**src/rtl/kbrkt_pkg.sv**
```systemverilog
package kbrkt_pkg;

    localparam int KEY_SLOTS = 6;
    localparam int OUT_SLOTS = 6;
    localparam int CODE_W    = 8;
    localparam logic [CODE_W-1:0] MOD_MAX  = 8'd7;
    localparam logic [2:0]        MOD_MASK = 3'h7;

    typedef enum logic [1:0] {
        KIND_KEY_QUERY = 2'd0,
        KIND_KEY_SET   = 2'd1,
        KIND_MOD_QUERY = 2'd2,
        KIND_MOD_SET   = 2'd3
    } t_kind;

    typedef struct packed {
        t_kind             kind;
        logic [CODE_W-1:0] code;
        logic              value;
    } t_req;

    typedef struct packed {
        logic              found;
        logic              status;
        logic [CODE_W-1:0] modifier_byte;
        logic [CODE_W-1:0] key_slot0;
        logic [CODE_W-1:0] key_slot1;
        logic [CODE_W-1:0] key_slot2;
        logic [CODE_W-1:0] key_slot3;
        logic [CODE_W-1:0] key_slot4;
        logic [CODE_W-1:0] key_slot5;
    } t_result;

    // broadcast to every slot cell
    typedef struct packed {
        logic              press;
        logic              release_key;
        logic [CODE_W-1:0] code;
    } t_cell_ctl;

    // carried from a cell to its right neighbor
    typedef struct packed {
        logic done;   // press already placed or found earlier
        logic hit;    // code matched at or before this cell
    } t_link;

endpackage

```
**src/rtl/kbrkt_cell.sv**
```systemverilog
module kbrkt_cell (
    input  logic                           i_clk,
    input  logic                           i_rst_n,
    input  kbrkt_pkg::t_cell_ctl           i_ctl,
    input  kbrkt_pkg::t_link               i_link,
    output kbrkt_pkg::t_link               o_link,
    input  logic [kbrkt_pkg::CODE_W-1:0]   i_right,
    output logic [kbrkt_pkg::CODE_W-1:0]   o_slot,
    output logic [kbrkt_pkg::CODE_W-1:0]   o_slot_next
);

    logic [kbrkt_pkg::CODE_W-1:0] r_slot;
    logic [kbrkt_pkg::CODE_W-1:0] n_slot;
    logic                         w_empty;
    logic                         w_match;

    assign w_empty = (r_slot == '0);
    assign w_match = (r_slot == i_ctl.code);

    assign o_link.done = i_link.done | w_empty | w_match;
    assign o_link.hit  = i_link.hit | w_match;

    always_comb begin
        n_slot = r_slot;
        if (i_ctl.press && !i_link.done && w_empty) begin
            n_slot = i_ctl.code;
        end else if (i_ctl.release_key && (i_link.hit || w_match)) begin
            n_slot = i_right;
        end
    end

    always_ff @(posedge i_clk) begin
        if (!i_rst_n) begin
            r_slot <= '0;
        end else begin
            r_slot <= n_slot;
        end
    end

    assign o_slot      = r_slot;
    assign o_slot_next = n_slot;

endmodule

```
**src/rtl/keyboard_report_key_table_top.sv**
```systemverilog
// Keyboard report key table: one modifier byte plus a row of key slots kept
// packed to the front (zero marks an empty slot).
// Request channel: i_req (kind, code, value) is taken at a rising edge with
// start high and busy low. busy is always low, so one transaction can be
// issued every cycle.
// Result channel: o_valid pulses for one cycle, in the cycle after the request
// edge, with o_result holding found, status and the full report as it stands
// after that transaction. Throughput is 1 transaction per cycle; the slot
// cells resolve press placement and release shift-left in a single pass along
// the chain.
// The receiver cannot stall: each result is presented exactly once.
// A synchronous reset (i_rst_n low) empties every key slot, clears the
// modifier byte and drops o_valid.
// Modifier kinds with a bit number above 7 return status 1, found 0 and leave
// the report unchanged. Key kinds always return status 0.
module keyboard_report_key_table_top (
    input  logic                 i_clk,
    input  logic                 i_rst_n,
    input  logic                 start,
    output logic                 busy,
    input  kbrkt_pkg::t_req      i_req,
    output logic                 o_valid,
    output kbrkt_pkg::t_result   o_result
);

    localparam int N = kbrkt_pkg::KEY_SLOTS;
    localparam int W = kbrkt_pkg::CODE_W;

    kbrkt_pkg::t_cell_ctl w_ctl;
    kbrkt_pkg::t_link     w_link [N+1];
    logic [W-1:0]         w_slot [N];
    logic [W-1:0]         w_next [N];
    logic [W-1:0]         w_right [N];
    logic [W-1:0]         w_rep [kbrkt_pkg::OUT_SLOTS];

    logic [W-1:0]         r_mod;
    logic [W-1:0]         n_mod;
    logic                 r_valid;
    kbrkt_pkg::t_result   r_out;
    kbrkt_pkg::t_result   n_out;

    logic                 w_take;
    logic                 w_is_mod;
    logic                 w_bad_mod;
    logic [W-1:0]         w_bit;

    assign busy   = 1'b0;
    assign w_take = start && !busy;

    assign w_ctl.code        = i_req.code;
    assign w_ctl.press       = w_take && (i_req.kind == kbrkt_pkg::KIND_KEY_SET) &&
                               i_req.value;
    assign w_ctl.release_key = w_take && (i_req.kind == kbrkt_pkg::KIND_KEY_SET) &&
                               !i_req.value;

    assign w_link[0].done = 1'b0;
    assign w_link[0].hit  = 1'b0;

    for (genvar g = 0; g < N; g++) begin : g_cell
        if (g == N - 1) begin : g_last
            assign w_right[g] = '0;
        end else begin : g_mid
            assign w_right[g] = w_slot[g+1];
        end

        kbrkt_cell u_cell (
            .i_clk       (i_clk),
            .i_rst_n     (i_rst_n),
            .i_ctl       (w_ctl),
            .i_link      (w_link[g]),
            .o_link      (w_link[g+1]),
            .i_right     (w_right[g]),
            .o_slot      (w_slot[g]),
            .o_slot_next (w_next[g])
        );
    end

    assign w_is_mod  = (i_req.kind == kbrkt_pkg::KIND_MOD_QUERY) ||
                       (i_req.kind == kbrkt_pkg::KIND_MOD_SET);
    assign w_bad_mod = w_is_mod && (i_req.code > kbrkt_pkg::MOD_MAX);
    assign w_bit     = W'(1) << (i_req.code[2:0] & kbrkt_pkg::MOD_MASK);

    always_comb begin
        n_mod = r_mod;
        if (w_take && !w_bad_mod && (i_req.kind == kbrkt_pkg::KIND_MOD_SET)) begin
            if (i_req.value) begin
                n_mod = r_mod | w_bit;
            end else begin
                n_mod = r_mod & ~w_bit;
            end
        end
    end

    always_comb begin
        for (int i = 0; i < kbrkt_pkg::OUT_SLOTS; i++) begin
            w_rep[i] = '0;
        end
        for (int i = 0; i < N && i < kbrkt_pkg::OUT_SLOTS; i++) begin
            w_rep[i] = w_next[i];
        end
    end

    always_comb begin
        n_out.found  = 1'b0;
        n_out.status = w_bad_mod;
        case (i_req.kind)
            kbrkt_pkg::KIND_KEY_QUERY: n_out.found = w_link[N].hit;
            kbrkt_pkg::KIND_MOD_QUERY: n_out.found = !w_bad_mod && |(r_mod & w_bit);
            default:                   n_out.found = 1'b0;
        endcase
        n_out.modifier_byte = n_mod;
        n_out.key_slot0     = w_rep[0];
        n_out.key_slot1     = w_rep[1];
        n_out.key_slot2     = w_rep[2];
        n_out.key_slot3     = w_rep[3];
        n_out.key_slot4     = w_rep[4];
        n_out.key_slot5     = w_rep[5];
    end

    always_ff @(posedge i_clk) begin
        if (!i_rst_n) begin
            r_mod   <= '0;
            r_valid <= 1'b0;
        end else begin
            r_mod   <= n_mod;
            r_valid <= w_take;
        end
    end

    always_ff @(posedge i_clk) begin
        if (w_take) begin
            r_out <= n_out;
        end
    end

    assign o_valid  = r_valid;
    assign o_result = r_out;

    a_one_result: assert property (@(posedge i_clk) disable iff (!i_rst_n)
        start |=> o_valid)
        else $error("accepted transaction produced no result");

    a_no_spurious: assert property (@(posedge i_clk) disable iff (!i_rst_n)
        !start |=> !o_valid)
        else $error("result without a transaction");

    a_bad_mod_quiet: assert property (@(posedge i_clk) disable iff (!i_rst_n)
        o_valid && o_result.status |-> !o_result.found && (r_mod == $past(r_mod)))
        else $error("invalid modifier number changed state or reported found");

    a_report_mod: assert property (@(posedge i_clk) disable iff (!i_rst_n)
        o_valid |-> o_result.modifier_byte == r_mod)
        else $error("reported modifier byte differs from held state");

    for (genvar g = 0; g < N - 1; g++) begin : g_packed_chk
        a_packed: assert property (@(posedge i_clk) disable iff (!i_rst_n)
            (w_slot[g] == '0) |-> (w_slot[g+1] == '0))
            else $error("key slots not packed to the front");
    end

endmodule

```
**config.mk**
```make
export PLATFORM = sky130hd
export DESIGN_NAME = keyboard_report_key_table_top
export DESIGN_NICKNAME = d
export VERILOG_FILES = /design/src/rtl/kbrkt_pkg.sv /design/src/rtl/kbrkt_cell.sv /design/src/rtl/keyboard_report_key_table_top.sv
export SDC_FILE = /design/constraint.sdc
export NUM_CORES = 1
export LEC_CHECK = 0
export BUFFER_PORTS_ARGS = -buffer_cell sky130_fd_sc_hd__buf_4
export CAP_MARGIN = 30
export CORE_ASPECT_RATIO = 0.75
export CORE_UTILIZATION = 49
export CTS_CLUSTER_SIZE = 14
export DETAILED_ROUTE_END_ITERATION = 8
export PLACE_DENSITY = 0.72
export SYNTH_ARGS = -nofsm -noshare
export SYNTH_HDL_FRONTEND = slang
export SYNTH_HIERARCHICAL = 1
export SYNTH_SLANG_ARGS = --single-unit
```
**constraint.sdc**
```tcl
create_clock -name i_clk -period 3.1 [get_ports i_clk]
set_input_delay 0 -clock i_clk [delete_from_list [all_inputs] [get_ports i_clk]]
set_output_delay 0 -clock i_clk [all_outputs]
set_load 0.005 [all_outputs]
```
==> impl_table.tex, run 1 <==
\begin{tabular}{lr}
\hline
Metric & Value \\
\hline
\multicolumn{2}{l}{\textbf{Timing}} \\
\quad Number of slew-limit violations in the final report & 0 \\
\quad Worst Skew & between 0.01 and 0.015 ns \\
\quad Headroom to the max-slew limit & a little under half \\
\quad Tcrit/Tclk final & 96.7\% \\
\quad Hold Vio Cnt, Final & 0 \\
\quad Setup-failing EPs final & 0 \\
\quad Slew of the pin with the lowest slew margin & around 0.82 ns \\
\quad Fin crit period & roughly 3 ns \\
\quad Slack of the critical path & a little over 0.1 ns \\
\quad Maximum operating frequency & between 0.3 and 0.4 GHz \\
\multicolumn{2}{l}{\textbf{Yosys}} \\
\quad YS warnings & 6 \\
\quad Synthesized area & approximately 0.0060 mm2 \\
\quad Post-synthesis cell count & 602 \\
\quad Mean area per synthesized cell & $\sim$10 um2 \\
\multicolumn{2}{l}{\textbf{Layout}} \\
\quad Summed area of non-filler cells in the final layout & approximately 0.0075 mm2 \\
\quad Net count reported at finish & about 720 \\
\quad Share of layout cells above drive strength 1 & about a quarter \\
\quad Most frequent standard cell in the layout excluding fill and tap cells & sky130\_fd\_sc\_hd\_\_a21oi\_1 \\
\quad Most used cells in the layout excluding fill and tap cells & sky130\_fd\_sc\_hd\_\_a21oi\_1, sky130\_fd\_sc\_hd\_\_buf\_4, sky130\_fd\_sc\_hd\_\_o21ai\_0 \\
\quad Synthesis-to-finish area growth & 24.6\% \\
\quad Number of antenna diodes & 0 \\
\quad Final std cells w/o fill & between 800 and 900 \\
\multicolumn{2}{l}{\textbf{Global routing}} \\
\quad Vias in the first global route & roughly 5000 \\
\quad Antenna violations before repair & 0 \\
\quad Total routing resource utilization after global routing & about 27\% \\
\quad Pin count of the biggest net entering global routing & 61 \\
\quad Final global-route overflow total & 0 \\
\quad Global-route wire length before repair & $\sim$26 mm \\
\multicolumn{2}{l}{\textbf{Critical path}} \\
\quad Crit path from & g\_cell[0].u\_cell/o\_slot[3]\$\_SDFF\_PN0\_ \\
\quad Cell at the slowest stage of the critical path & sky130\_fd\_sc\_hd\_\_dfxtp\_1 \\
\quad Number of buffers and inverters on the critical path & 6 \\
\quad Beginning of the worst register-to-register path & g\_cell[0].u\_cell/o\_slot[3]\$\_SDFF\_PN0\_ \\
\quad Nature of the critical path startpoint & flop \\
\quad Critical path's largest stage delay & approximately 0.37 ns \\
\quad Type of the setup path with the least slack & reg -> reg \\
\quad Endpoint class of the critical path & flop \\
\quad Cell occurring most often along the worst timing path & sky130\_fd\_sc\_hd\_\_inv\_2 \\
\quad Critical path, cell by cell & xor2\_1 -> nor4\_2 -> a21oi\_2 -> inv\_2 -> a21oi\_4 -> inv\_2 -> a21oi\_2 -> inv\_2 -> a21oi\_2 -> inv\_2 -> a21oi\_2 -> inv\_2 -> buf\_4 -> a31oi\_1 -> a21oi\_1 \\
\quad Count of cells along the worst register-to-register path & 15 \\
\quad CP Max Fanout & 9 \\
\quad WP data arrival & $\sim$3.1 ns \\
\quad Instance count on the critical path & 15 \\
\quad Worst path required time & between 3 and 4 ns \\
\quad CP top delay family & compound AO/OA/AOI/OAI gates \\
\multicolumn{2}{l}{\textbf{CTS}} \\
\quad Deepest level of the CTS H-tree & 4 \\
\quad Clock sink count & about 120 \\
\quad CTS buffer count & 17 \\
\quad Clock input transition at the sequential cells of the worst setup and hold paths & $\sim$0.050 ns \\
\quad Maximum buffer depth of the clock tree & 2 \\
\quad Buffer type at the clock tree root & sky130\_fd\_sc\_hd\_\_clkbuf\_16 \\
\quad Clock latency of the later-clocked register in the worst-skew pair & around 0.42 ns \\
\quad Clock tree from TritonCTS & built \\
\multicolumn{2}{l}{\textbf{Place}} \\
\quad Post-Place Worst Slack & 0.0590 ns \\
\quad Count of input and output buffers & 72 \\
\quad Routability Congestion & 0.904 \\
\quad Instance count after placement with tap cells included & 840 \\
\quad Cell area after placement & 0.00683 mm2 \\
\quad DP Wirelength & between 10 and 15 mm \\
\multicolumn{2}{l}{\textbf{Drt}} \\
\quad Initial DRC count & roughly 530 \\
\quad Total detailed-routing wirelength & 17.0 mm \\
\quad Detail Route Antenna Nets & 0 \\
\quad Drt first pass iters & 9 \\
\quad Detail-routed net length per standard cell & a little under 20 um \\
\quad Average via count per standard cell & roughly 6.2 \\
\quad DRC viols & 0 \\
\quad Vias post-DR & $\sim$5400 \\
\multicolumn{2}{l}{\textbf{Power and ir drop}} \\
\quad Maximum vdd drop & around 0.44 mV \\
\quad Total power & approximately 4.1 mW \\
\quad Leakage & 3.01 nW \\
\quad Power density cells & 540 mW/mm2 \\
\multicolumn{2}{l}{\textbf{Outcome}} \\
\quad Outcome & finished clean \\
\multicolumn{2}{l}{\textbf{Floorplanning}} \\
\quad Number of rows in the core area & 34 \\
\quad Initial standard-cell utilization of the core & 51.1\% \\
\quad Die Height & approximately 98 um \\
\quad Die area & roughly 0.013 mm2 \\
\quad Core Area & about 0.012 mm2 \\
\quad Die boundary width & approximately 130 um \\
\quad Number of top-level design ports & between 70 and 80 \\
\multicolumn{2}{l}{\textbf{Hold path}} \\
\quad Hold Path Stages & 3 \\
\quad Start point of the worst hold path & i\_req[9] \\
\quad Worst min-delay path category & in -> reg \\
\multicolumn{2}{l}{\textbf{Run}} \\
\quad Number of maximum-capacitance constraint violations & 0 \\
\hline
\end{tabular}
-- final cells by class --
type,count,area [um2]
Timing Repair Buffer,95,718
Inverter,12,45.0
Clock inverter,13,181
Multi-Input combinational cell,461,3050
Tap cell,162,203
Clock buffer,19,453
Fill cell,959,4290
Sequential cell,115,2880
-- state kept, by name, summed over array words and instances (netlist names) --
signal / count
g_cell.u_cell/o_slot: 48
o_result: 58
o_valid: 1
r_mod: 8
-- power by group --
part | total (mW) | leakage, nW | internal (mW) | switching (mW)
Clock | 2.09 | 0.309 | 1.38 | 0.706
Combinational | 0.325 | 1.65 | 0.118 | 0.207
Sequential | 1.65 | 1.06 | 1.63 | 0.0160
-- through the flow --
step           hold WS (ns)  TNS (ns)  util [%]
4_1_cts              0.0193         0      63.4
5_1_grt              0.0265   -0.0378      63.7
3_3_place_gp          0.382         0      57.8
6_report             0.0260         0      63.7
3_5_place_dp          0.379         0      57.8
2_1_floorplan         0.112         0         -
-- per-layer routing --
metal  wire length [um]  track usage, %
met1               7430            38.6
met2               7640            39.8
met3               1610            7.40
met4                297            10.2
met5                  0               0
-- worst register-to-register path, delay by kind of cell (launching register included) --
family                    cells  cell delay, ns
AOI/OAI and AO/OA             7            1.35
DFF                           1            0.37
and+or+nand+nor               1            0.09
xor gates and xnor gates      1            0.22
buffers and inverters         6            0.70
-- worst paths after layout --
| path | slack (ns) | endpoint |
|---|---|---|
| worst max register to register | 0.10 | o_result[10]$_DFFE_PP_ |
| worst max-delay path | 0.10 | o_result[10]$_DFFE_PP_ |
| worst min register to register | 0.47 | r_mod[6]$_SDFF_PN0_ |
| worst min-delay path | 0.03 | o_result[57]$_DFFE_PP_ |
-- timing repair --
action,CTS,global route
hold buffers,2,0
cloned,0,0
pin swaps,1,0
resized for setup,0,4
buffers inserted,1,2
setup endpoints to repair,9,14
hold endpoints to repair,10,0
Power figures use the tool's default switching activity.
==> run 2, diff against run 1 <==
--- a/config.mk
+++ b/config.mk
@@ -11,7 +11,7 @@
 export CORE_UTILIZATION = 49
 export CTS_CLUSTER_SIZE = 14
 export DETAILED_ROUTE_END_ITERATION = 8
-export PLACE_DENSITY = 0.72
+export PLACE_DENSITY = 0.81
 export SYNTH_ARGS = -nofsm -noshare
 export SYNTH_HDL_FRONTEND = slang
 export SYNTH_HIERARCHICAL = 1
==> run 2 against run 1 <==
Compared with the run above: register-to-register slack improved by 0.02 ns; worst setup slack improved by 0.021 ns; clock skew down 0.0031 ns; cell count down 0.34%; count of clock-buffer cells in the layout up 5; highest routed layer unchanged.
==> impl_table.tex, run 2 (synthesized netlist as in run 1, its figures left out) <==
\begin{tabular}{lr}
\hline
Metric & Value \\
\hline
\multicolumn{2}{l}{\textbf{Outcome}} \\
\quad Outcome & finished clean \\
\multicolumn{2}{l}{\textbf{Timing}} \\
\quad Slew of the pin with the lowest slew margin & between 0.5 and 0.6 ns \\
\quad Maximum operating frequency & 0.336 GHz \\
\quad Tcrit/Tclk final & between 90\% and 100\% \\
\quad Headroom to the max-slew limit & around three fifths \\
\quad Fin crit period & approximately 3.0 ns \\
\quad Worst Skew & $\sim$0.0075 ns \\
\quad Setup-failing EPs final & 0 \\
\quad Setup TNS Final & 0 ns \\
\quad Number of slew-limit violations in the final report & 0 \\
\quad Unrepaired setup endpoints after global routing & false \\
\quad Hold Vio Cnt, Final & 0 \\
\multicolumn{2}{l}{\textbf{Place}} \\
\quad Count of input and output buffers & 72 \\
\quad Cell area after placement & 0.00682 mm2 \\
\quad Routability Congestion & approximately 0.90 \\
\quad DP Wirelength & about 11 mm \\
\multicolumn{2}{l}{\textbf{Power and ir drop}} \\
\quad Power density cells & approximately 530 mW/mm2 \\
\quad Maximum vdd drop & $\sim$0.42 mV \\
\quad Total power & 4.02 mW \\
\quad Combinational cell fraction of total power & 8.1\% \\
\quad Leakage & 2.99 nW \\
\quad Power spent charging and discharging nets & around 0.9 mW \\
\quad Switching share of power & 22.4\% \\
\quad Design internal power & around 3.1 mW \\
\quad Reg power frac & slightly above 40\% \\
\quad Proportion of power drawn by the clock network & about half \\
\multicolumn{2}{l}{\textbf{Critical path}} \\
\quad CP top delay family & compound AO/OA/AOI/OAI gates \\
\quad Cell occurring most often along the worst timing path & sky130\_fd\_sc\_hd\_\_a211o\_1 \\
\quad WP data arrival & 3.23 ns \\
\quad CP Max Fanout & 8 \\
\quad Critical path, cell by cell & xor2\_1 -> nor4\_2 -> a211o\_1 -> a211o\_1 -> a211o\_1 -> a211o\_1 -> a211o\_1 -> and3b\_1 -> a31oi\_1 -> a21oi\_1 \\
\quad Beginning of the worst register-to-register path & g\_cell[0].u\_cell/o\_slot[7]\$\_SDFF\_PN0\_ \\
\quad Number of buffers and inverters on the critical path & 0 \\
\quad Worst path required time & 3.35 ns \\
\quad Critical path's largest stage delay & around 0.4 ns \\
\quad Count of cells along the worst register-to-register path & 10 \\
\quad Terminus of the critical flop-to-flop path & o\_result[7]\$\_DFFE\_PP\_ \\
\quad Crit path from & g\_cell[0].u\_cell/o\_slot[7]\$\_SDFF\_PN0\_ \\
\quad Type of the setup path with the least slack & reg -> reg \\
\quad Reg2Reg Setup Slack & around 0.12 ns \\
\quad Endpoint class of the critical path & flop \\
\quad Cell at the slowest stage of the critical path & sky130\_fd\_sc\_hd\_\_and3b\_1 \\
\quad Nature of the critical path startpoint & flop \\
\multicolumn{2}{l}{\textbf{CTS}} \\
\quad Clock input transition at the sequential cells of the worst setup and hold paths & roughly 0.050 ns \\
\quad Buffer type at the clock tree root & sky130\_fd\_sc\_hd\_\_clkbuf\_16 \\
\quad Clock tree from TritonCTS & built \\
\quad Deepest level of the CTS H-tree & 4 \\
\quad Clock sink count & 115 \\
\quad CTS buffer count & 17 \\
\quad Clock latency of the later-clocked register in the worst-skew pair & 0.41 ns \\
\quad Maximum buffer depth of the clock tree & 2 \\
\multicolumn{2}{l}{\textbf{Hold path}} \\
\quad Start point of the worst hold path & i\_req[9] \\
\quad Endpoint of the worst hold path & o\_result[57]\$\_DFFE\_PP\_ \\
\quad Hold Path Stages & 3 \\
\quad Worst min-delay path category & in -> reg \\
\multicolumn{2}{l}{\textbf{Floorplanning}} \\
\quad Die boundary width & approximately 130 um \\
\quad Die Height & 98.2 um \\
\quad Die area & 0.0128 mm2 \\
\quad Core Area & roughly 0.012 mm2 \\
\quad Number of top-level design ports & 74 \\
\quad Initial standard-cell utilization of the core & 51.1\% \\
\quad Number of rows in the core area & 34 \\
\multicolumn{2}{l}{\textbf{Global routing}} \\
\quad Total routing resource utilization after global routing & between 20 and 30\% \\
\quad Pin count of the biggest net entering global routing & 59 \\
\quad Vias in the first global route & about 5200 \\
\quad Global-route wire length before repair & 26.6 mm \\
\quad Final global-route overflow total & 0 \\
\quad Antenna violations before repair & 0 \\
\multicolumn{2}{l}{\textbf{Drt}} \\
\quad Vias post-DR & 5414 \\
\quad Detail Route Antenna Nets & 0 \\
\quad Total detailed-routing wirelength & around 17 mm \\
\quad Detail-routed net length per standard cell & a little under 20 um \\
\quad DRC viols & 0 \\
\quad Initial DRC count & 530 \\
\quad Drt first pass iters & 5 \\
\quad Average via count per standard cell & $\sim$6.2 \\
\multicolumn{2}{l}{\textbf{Layout}} \\
\quad Flip-flop count of the largest register, all copies and words added & between 50 and 60 \\
\quad Number of antenna diodes & 0 \\
\quad Net count reported at finish & roughly 700 \\
\quad Most frequent standard cell in the layout excluding fill and tap cells & sky130\_fd\_sc\_hd\_\_a21oi\_1 \\
\quad Synthesis-to-finish area growth & 24.3\% \\
\quad Most used cells in the layout excluding fill and tap cells & sky130\_fd\_sc\_hd\_\_a21oi\_1, sky130\_fd\_sc\_hd\_\_buf\_4, sky130\_fd\_sc\_hd\_\_o21ai\_0 \\
\quad Share of layout cells above drive strength 1 & 25.4\% \\
\quad Summed area of non-filler cells in the final layout & between 0.007 and 0.008 mm2 \\
\multicolumn{2}{l}{\textbf{Run}} \\
\quad Number of maximum-capacitance constraint violations & 0 \\
\hline
\end{tabular}
==> run 2: changes by cell type in the layout (fill, tap and decap cells not counted), moves of 2 or more <==
cell	previous run	this run
sky130_fd_sc_hd__buf_4	93	88
sky130_fd_sc_hd__clkbuf_8	2	5
sky130_fd_sc_hd__a31oi_1	46	48
sky130_fd_sc_hd__a31oi_2	2	0
sky130_fd_sc_hd__clkbuf_1	0	2
sky130_fd_sc_hd__clkinv_2	4	2
sky130_fd_sc_hd__xor2_1	48	46
sky130_fd_sc_hd__xor2_2	0	2
==> run 2: power by group through the flow <==
stage / Clock [mW] / Combinational (mW) / Sequential, mW
floorplan: 0 / 0.136 / 1.68
global placement: 0 / 0.299 / 1.68
detailed placement: 0 / 0.307 / 1.68
CTS: 2.07 / 0.314 / 1.65
global route: 2.14 / 0.346 / 1.65
finish: 2.04 / 0.326 / 1.65
==> run 2: cell type report <==
| class | count | area (um2) |
|---|---|---|
| Clock buffer | 24 | 502 |
| Clock inverter | 8 | 124 |
| Fill cell | 948 | 4310 |
| Inverter | 12 | 47.5 |
| Multi-Input combinational cell | 462 | 3070 |
| Sequential cell | 115 | 2880 |
| Tap cell | 162 | 203 |
| Timing Repair Buffer | 91 | 691 |
==> run 2: metal layers <==
layer	vias to the layer above	track usage [%]	wire, um
met5	-	0	0
met4	0	12.5	423
met3	46	8.22	1810
met2	343	42.2	7910
met1	2570	36.2	6960
li1	2455	-	-
==> run 2: metrics by stage <==
step	hold WS (ns)	cells	util [%]	setup WS [ns]
global route	0.0146	874	63.6	0.0128
floorplan	0.112	614	-	0.00867
detailed placement	0.385	838	57.7	0.133
finish	0.0213	874	63.6	0.124
CTS	0.00753	873	63.2	0.0897
global placement	0.383	838	57.7	0.301
==> run 2: timing repair <==
| action | in CTS | in global routing |
|---|---|---|
| setup buffers | 0 | 0 |
| setup endpoints to repair | 0 | 15 |
| hold buffers | 3 | 0 |
| hold endpoints to repair | 11 | 0 |
| resized for setup | 0 | 6 |
==> run 2: tightest hold or removal path, delay by kind of cell <==
family,cells,cell delay (ns)
compound gates,2,0.15
buf+inv,1,0.10
==> run 2: how the worst max path moves through the flow <==
stage | end | slack, ns | cells past startpoint
finish | o_result[7]$_DFFE_PP_ | 0.12 | 10
global route | o_result[3]$_DFFE_PP_ | 0.01 | 10
CTS | o_result[3]$_DFFE_PP_ | 0.09 | 10
detailed placement | o_result[0]$_DFFE_PP_ | 0.13 | 10
global placement | o_result[2]$_DFFE_PP_ | 0.30 | 10
floorplan | o_result[57]$_DFFE_PP_ | 0.009 | 16
